### config.mk
export PLATFORM = sky130hd
export DESIGN_NAME = mfwf_ctrl
export DESIGN_NICKNAME = d
export VERILOG_FILES = /design/src/rtl/mfwf_pkg.sv /design/src/rtl/mfwf_ctrl.sv
export SDC_FILE = /design/constraint.sdc
export NUM_CORES = 1
export LEC_CHECK = 0
export ABC_CLOCK_PERIOD_IN_PS = 4300
export BUFFER_PORTS_ARGS = -buffer_cell sky130_fd_sc_hd__buf_2
export CAP_MARGIN = 20
export CORE_AREA = 2 2 39 41
export CTS_CLUSTER_SIZE = 16
export DETAILED_ROUTE_END_ITERATION = 16
export DIE_AREA = 0 0 41 43
export GPL_ROUTABILITY_DRIVEN = 0
export SLEW_MARGIN = 0
export SYNTH_ARGS = -nofsm -noshare
export SYNTH_HDL_FRONTEND = slang
export SYNTH_SLANG_ARGS = --single-unit
### constraint.sdc
create_clock -name clk -period 4.3 [get_ports clk]
set_clock_uncertainty 0.1 [all_clocks]
set_input_delay 0.86 -clock clk [delete_from_list [all_inputs] [get_ports clk]]
set_output_delay 0.86 -clock clk [all_outputs]
set_load 0.005 [all_outputs]
### src/rtl/mfwf_pkg.sv
// shared types and constants of the monochrome framebuffer window fill block
package mfwf_pkg;

    // controller states
    typedef enum logic [2:0] {
        ST_CLEAR,
        ST_IDLE,
        ST_DISPATCH,
        ST_PIX_READ,
        ST_PIX_WRITE,
        ST_RD_ISSUE,
        ST_FINISH
    } state_t;

    // item kinds carried in tuser
    localparam logic ACT_FILL = 1'b0;
    localparam logic ACT_READ = 1'b1;

    // configuration register indexes
    localparam logic [1:0] REG_WIDTH  = 2'd0;
    localparam logic [1:0] REG_HEIGHT = 2'd1;

    localparam logic [8:0] WIDTH_RESET  = 9'd250;
    localparam logic [8:0] HEIGHT_RESET = 9'd128;

    // dimension math width, wide enough for sizes up to 1024
    localparam int DIM_W = 11;
    // pixel byte address sum, wide enough for 131072 bytes
    localparam int SUM_W = 18;
    // readable frame limit, width times band count
    localparam int LIM_W = 19;

    // eight rows per byte
    localparam int BAND_SHIFT = 3;
    localparam int ROUND_UP   = 7;
    localparam logic [2:0] ROW_IN_BAND_MAX = 3'h7;

    localparam int IN_DATA_W  = 48;
    localparam int OUT_DATA_W = 8;

    // commands from controller to datapath
    typedef struct packed {
        logic accept;
        logic pix_read;
        logic pix_write;
        logic rd_issue;
        logic load_out;
        logic clear_step;
    } dp_cmd_t;

    // status from datapath to controller
    typedef struct packed {
        logic is_read;
        logic empty;
        logic pix_last;
        logic out_free;
        logic clear_last;
    } dp_stat_t;

endpackage

### src/rtl/mfwf_ctrl.sv
// controller state machine of the framebuffer window fill block
module mfwf_ctrl
(
    input  logic               clk,
    input  logic               rst_n,
    input  logic               in_valid,
    output logic               in_ready,
    input  mfwf_pkg::dp_stat_t stat,
    output mfwf_pkg::dp_cmd_t  cmd
);

    mfwf_pkg::state_t state_reg;
    mfwf_pkg::state_t state_next;

    always_ff @(posedge clk or negedge rst_n)
    begin
        if (!rst_n)
        begin
            state_reg <= mfwf_pkg::ST_CLEAR;
        end
        else
        begin
            state_reg <= state_next;
        end
    end

    always_comb
    begin
        state_next = state_reg;
        cmd        = '0;
        in_ready   = 1'b0;
        unique case (state_reg)
            mfwf_pkg::ST_CLEAR:
            begin
                cmd.clear_step = 1'b1;
                if (stat.clear_last)
                begin
                    state_next = mfwf_pkg::ST_IDLE;
                end
            end
            mfwf_pkg::ST_IDLE:
            begin
                in_ready = 1'b1;
                if (in_valid)
                begin
                    cmd.accept = 1'b1;
                    state_next = mfwf_pkg::ST_DISPATCH;
                end
            end
            mfwf_pkg::ST_DISPATCH:
            begin
                if (stat.is_read)
                begin
                    state_next = mfwf_pkg::ST_RD_ISSUE;
                end
                else if (stat.empty)
                begin
                    state_next = mfwf_pkg::ST_FINISH;
                end
                else
                begin
                    state_next = mfwf_pkg::ST_PIX_READ;
                end
            end
            mfwf_pkg::ST_PIX_READ:
            begin
                cmd.pix_read = 1'b1;
                state_next   = mfwf_pkg::ST_PIX_WRITE;
            end
            mfwf_pkg::ST_PIX_WRITE:
            begin
                cmd.pix_write = 1'b1;
                state_next    = stat.pix_last ? mfwf_pkg::ST_FINISH : mfwf_pkg::ST_PIX_READ;
            end
            mfwf_pkg::ST_RD_ISSUE:
            begin
                cmd.rd_issue = 1'b1;
                state_next   = mfwf_pkg::ST_FINISH;
            end
            mfwf_pkg::ST_FINISH:
            begin
                if (stat.out_free)
                begin
                    cmd.load_out = 1'b1;
                    state_next   = mfwf_pkg::ST_IDLE;
                end
            end
            default:
            begin
                state_next = mfwf_pkg::ST_IDLE;
            end
        endcase
    end

endmodule

* Word level (Yosys, flattened, before mapping)
Index checks and enable logic that the tools add are counted.
** Storage, ports and cells
- Input port bits :: 8
- Logic and storage cells :: 28
- Register bits :: 3
- Output and inout port bits :: 7
** Operators by class
- Mux-type cells :: 16
- Eq/ne operators :: 9
- Reductions and logical operators :: 2
** Operators by type and width (count)
- $pmux 3 s7 :: 1
- $mux 3 :: 6
- $eq 3x3->1 const B :: 3
- $mux 1 :: 9
- $eq 3x2->1 const B :: 2
- $ne 2x2->1 const B :: 3
- $eq 3x1->1 const B :: 1
- $logic_not 3->1 :: 1
- $reduce_and 3->1 :: 1

* Depth between registers and ports, before layout
Gate-level depths: netlist (run 1).
- Depth in word-level cells :: 3
- Gate-level depth with buffers :: 5
- Gate-level depth less buffers :: 5

* Worst setup path after synthesis (run 1)
No wires, ideal clock.
- Kind :: input to output
- Start :: input port in_valid
- End :: output port cmd[5] (netlist bit)
- Cell stages on the path :: 1
- Required time :: 3340 ps
- Arrival :: 1043 ps
- Path slack :: 2297 ps
- Cells stage by stage :: and3_4
** Between the ends
- Cells in the longest elaborated chain, start to end :: 2
** RTL lines
- start, declared :: line mfwf_ctrl.sv:6 : input logic in_valid,
- $mux 1 :: line mfwf_ctrl.sv:44 : if (in_valid)
- $mux 1 :: line mfwf_ctrl.sv:32 : unique case (state_reg)
- end, declared :: line mfwf_ctrl.sv:9 : output mfwf_pkg::dp_cmd_t cmd
Every way passes these cells.

==> metrics.cfg, run 1 <==
[global_route]
use_met2_pct = 12.2
grt_max_degree = 13
grtUsageMet1_pct = 11.4
grt_pass1_vias = 290
grt.total_usage_pct = 9.26
antenna_found_initial = 0
met3_usage_pct = 3.14
gr-total-overflow = 0
top_usage_layer = met2
grt_pass1_wl_um = 1080

[synth]
ys_types = 24
yosys_warnings = 0
syn_area_um2 = 300
avgSynthCellArea_um2 = 7.90
ys_seq_elements = 3
seq_area_frac_synth_pct = 25.0
syn-num-nets = 47
syn_inst = 38

[critical_path]
crit_required_ps = 3340
cp_max_fo = 2
crit_arrival_ps = 1240
start_kind = input pin
critPathKind = in2out
endpoint_kind = output pin

[layout]
largest_reg_flops = 3
finalNetCount = 64
antenna_cells = 0
drive_above_1_share_pct = 44.4
area_delta_synth_final_pct = 34.6
layoutNonFillerInstCount = 70

[detailed_routing]
routed-via-count = 303
drtAntennaViolNets = 0
dr.pass1.iters = 2
drt-initial-drc-count = 4
via_per_inst = 4.33
wirelength_um = 673
wl_per_cell_um = 9.61
drc = 0

[worst_hold_path]
hp-class = in2async

[clock_tree]
cts_sinks = 3
cts_tree = yes
cts_made_buffers = 3
clock_path_buffers = 2
postCtsResizedCells = 0
ctsHoldBuffers = 0
worstSkewPairLatency_ps = 230
clk_pin_slew_ps = 40
h-tree-depth = 1
root_buffer = clkbuf_4
postCtsSetupRepairBufs = 0

[floorplan]
die_y_um = 43
die_w_um = 41
core_area_um2 = 1380
rows = 14
io_pins = 15
initial_core_util_pct = 21.7
die_area_um2 = 1760

[sta]
max_slew_margin_pct = 76.7
finalHoldViolations = 0
max_freq_ghz = 0.454
post-route-period-util_pct = 51.2
fin_crit_ps = 2200
whs_ps = 315
rsz0062_at_grt = no
setup_viol = 0
worstMarginPinSlew_ps = 349
fin_setup_tns_ps = 0
maxSlewViolCount = 0

[run]
max_cap_violations = 0

[place]
placed_cells = 66
dp.final_hpwl_um = 520
io_buffers = 14

[pwr]
powerDensity_nw_per_um2 = 557
vdd_drop_max_v = 0.000188
p_leak_uw = 0.000194

[outcome]
status = finished, final reports clean

-- power breakdown --
group,switching (uW),internal [uW]
Combinational,51.8,60.9
Clock,13.9,34.7
Sequential,25.8,38.0
Total,91.5,134
-- worst paths after layout --
check / from / endpoint / slack [ps] / depth (start not counted)
worst max register to register: state_reg[2] / state_reg[0] / 2810 / 4
worst max-delay path: in_valid / cmd[5] / 2100 / 3
worst min-delay path: rst_n / state_reg[0] / 320 / 1
min in group clk: state_reg[0] / state_reg[0] / 670 / 1
max in group asynchronous: rst_n / state_reg[1] / 3680 / 1
worst min register to register: state_reg[0] / state_reg[0] / 670 / 1
-- worst max-delay path: stages --
cell and delay [ps]:
buf_2 100, and3_4 170, buf_2 120
-- cells in the final DEF (no fill, tap or decap), drive strengths merged --
| master | instances |
|---|---|
| o22a | 1 |
| inv | 1 |
| nor3 | 2 |
| nor3b | 1 |
| clkbuf | 4 |
| a2bb2oi | 1 |
| and2 | 1 |
| and3 | 3 |
| o21ai | 2 |
| nor2b | 2 |
| or3 | 1 |
| nor2 | 9 |
| buf | 14 |
| ha | 1 |
| nand2 | 1 |
| a21oi | 3 |
| a22oi | 1 |
| dfrtp | 3 |
| nand2b | 3 |
-- metrics by stage --
step,cell area (um2),power [uW],setup slack (ps),util [%]
2_1_floorplan,300,146,2300,-
3_3_place_gp,378,177,2100,27.3
3_5_place_dp,378,178,2090,27.3
4_1_cts,404,230,2100,29.2
5_1_grt,404,249,2030,29.2
6_report,404,225,2100,29.2
-- cell usage after synthesis --
master,number,area share (%)
nor2_4,1,3.7
a2bb2oi_2,1,5.0
nor2b_1,2,4.2
buf_4,1,2.5
and2_1,1,2.1
ha_1,1,4.2
nand2b_2,1,2.9
inv_2,1,1.2
o21ai_0,1,1.7
dfrtp_1,3,25
nand2_1,1,1.2
a22oi_2,1,4.2
nor3b_1,1,2.5
o22a_1,1,2.9
nor2_1,7,8.8
and3_1,2,4.2
o21ai_1,1,1.7
nand2b_1,2,4.2
nor2_2,1,2.1
and3_4,1,3.7
nor3_1,2,3.3
buf_2,1,1.7
a21oi_1,3,5.0
or3_1,1,2.1
-- area by class of cell --
type                       instances  area, um2
fill                             162        980
timing repair buffer              14       70.1
sequential                         3       75.1
inverter                           1       3.75
tap                               16       20.0
clock buffer                       4       26.3
multi-input combinational         32        209
-- kinds of logic after synthesis --
kind of cell / share of synthesized area (%)
fa+ha+maj: 4.17
buf+inv: 5.41
simple gates: 45.0
flops: 25.0
compound gates: 20.4
-- routing by layer --
layer  routed length (um)  share of wire (%)
met1                  327                 49
met2                  304                 45
met3                   42                6.2
met4                    0                  0
met5                    0                  0
No activity file was read; power rests on OpenSTA's default activity.
==> run 2: changes to the inputs <==
Settings changed: ABC_CLOCK_PERIOD_IN_PS 4300 to 1900.
Clock period 4.3 ns to 1.9 ns, I/O delays scaled along.
==> metrics.cfg, run 2 (synthesis gave the netlist of run 1 again) <==
[critical_path]
endpoint = cmd[5]
crit_required_ps = 1420  ; -1920 ps
reg2reg_to = state_reg[0]
start_kind = register
cp_max_fo = 11  ; +9
critPathMaxStageDelay_ps = 480  ; +310 ps
reg2reg_depth = 4  ; unchanged
critPathKind = reg2out
r2r-start = state_reg[2]
setup.worst_path.start = state_reg[2]
crit_chain = nor2_2 -> and3_4 -> buf_2
rrSetupSlack_ps = 430  ; -2380 ps
endpoint_kind = output pin
cp_slowest_cell = dfrtp_1
crit_arrival_ps = 1200  ; -40 ps

[detailed_routing]
drtAntennaViolNets = 0  ; unchanged
wl_per_cell_um = 9.20  ; -4.3%
dr.pass1.iters = 2  ; unchanged
via_per_inst = 4.27  ; -1.4%
drc = 0  ; unchanged
wirelength_um = 653  ; -3.0%
drt-initial-drc-count = 1  ; -3
routed-via-count = 303  ; unchanged

[sta]
worstMarginPinSlew_ps = 333  ; -16.1 ps
post-route-period-util_pct = 88.5
fin_setup_tns_ps = 0  ; unchanged
setup_viol = 0  ; unchanged
finalHoldViolations = 0  ; unchanged
maxSlewViolCount = 0  ; unchanged
rsz0062_at_grt = no
max_slew_margin_pct = 77.8  ; +1.1 points
fin_crit_ps = 1680
max_freq_ghz = 0.595

[floorplan]
die_area_um2 = 1760  ; unchanged
die_y_um = 43  ; unchanged
initial_core_util_pct = 21.7  ; unchanged
io_pins = 15  ; unchanged
core_area_um2 = 1380  ; unchanged
rows = 14  ; unchanged
die_w_um = 41  ; unchanged

[global_route]
grt_pass1_wl_um = 1190  ; +10%
grt.total_usage_pct = 9.97  ; +0.70 points
gr-total-overflow = 0  ; unchanged
antenna_found_initial = 0  ; unchanged
grt_pass1_vias = 306  ; +5.5%
grt_max_degree = 13  ; unchanged

[pwr]
p_sw_share_pct = 40.2  ; -0.43 points
internal-power_uw = 304  ; +130%
p_leak_uw = 0.000198  ; +2.2%
clkPwrFrac_pct = 21.5  ; about the same
pwr-share-seq_pct = 27.8  ; -0.5 points
power_frac_comb_pct = 50.7  ; +0.6 points
powerDensity_nw_per_um2 = 1230  ; +120%
net-switching-power_uw = 205  ; +120%
vdd_drop_max_v = 0.000417  ; +120%

[layout]
final_core_util_pct = 29.9  ; +0.72 points
antenna_cells = 0  ; unchanged
layout_common_cells = buf_2, nor2_1, a21oi_1, clkbuf_4, dfrtp_1
final_common_cell = buf_2
area_delta_synth_final_pct = 37.9
largest_reg_flops = 3  ; unchanged
drive_above_1_share_pct = 43.6  ; -0.81 points
finalNetCount = 65  ; +1.6%

[clock_tree]
postCtsResizedCells = 0  ; unchanged
worstSkewPairLatency_ps = 230  ; about the same
root_buffer = clkbuf_4
clk_pin_slew_ps = 40  ; about the same
h-tree-depth = 1  ; unchanged
cts_tree = yes
cts_sinks = 3  ; unchanged
clock_path_buffers = 2  ; unchanged
cts_made_buffers = 3  ; unchanged

[place]
dp.final_hpwl_um = 527  ; +1.3%
io_buffers = 14  ; unchanged

[outcome]
status = finished, final reports clean

[run]
max_cap_violations = 0  ; unchanged

[worst_hold_path]
hp-class = in2async

run 2: power by group through the flow:
| stage | clock [uW] | combinational (uW) | sequential [uW] |
|---|---|---|---|
| 4_1_cts | 116 | 263 | 141 |
| 6_report | 109 | 258 | 141 |
| 3_3_place_gp | 0 | 261 | 140 |
| 3_5_place_dp | 0 | 262 | 142 |
| 2_1_floorplan | 0 | 227 | 102 |
| 5_1_grt | 124 | 298 | 150 |
run 2: worst min-delay path by stage:
stage / from / to
after floorplan: rst_n / state_reg[0]
final: rst_n / state_reg[1]
after detailed placement: rst_n / state_reg[0]
after global placement: rst_n / state_reg[2]
after global routing: rst_n / state_reg[0]
after CTS: rst_n / state_reg[2]
run 2: metrics by stage:
stage	hold WS, ps	cell area (um2)	setup slack, ps	cells	total power [uW]
floorplan	-15.6	300	522	38	330
global placement	77.6	378	442	66	401
detailed placement	80.0	378	417	66	404
CTS	368	414	200	71	521
global route	380	414	95.9	71	571
finish	376	414	218	71	509
run 2: what timing repair did:
| item | 4_1_cts | 5_1_grt |
|---|---|---|
| setup buffers | 0 | 0 |
| hold buffers | 1 | 0 |
| hold endpoints to repair | 3 | 0 |
run 2: area by class of cell:
| class | count | area [um2] |
|---|---|---|
| clock buffers | 4 | 26.3 |
| well taps | 16 | 20.0 |
| repair buffers | 15 | 80.1 |
| fillers | 165 | 970 |
| multi-input cells | 32 | 209 |
| inverters | 1 | 3.75 |
| flip-flops and latches | 3 | 75.1 |
run 2: routing by layer:
layer | vias up | GRT usage [%] | part of all wire (%)
met5 | - | 0 | 0
met4 | 0 | 4.00 | 0
met3 | 0 | 4.71 | 5.5
met2 | 8 | 13.1 | 46
met1 | 130 | 13.6 | 49
li1 | 165 | - | -
run 2: critical path, delay by kind of cell, from the launching register on:
kind	cells	cell delay, ps
DFF	1	480
buffers and inverters	1	110
and+or+nand+nor	2	370
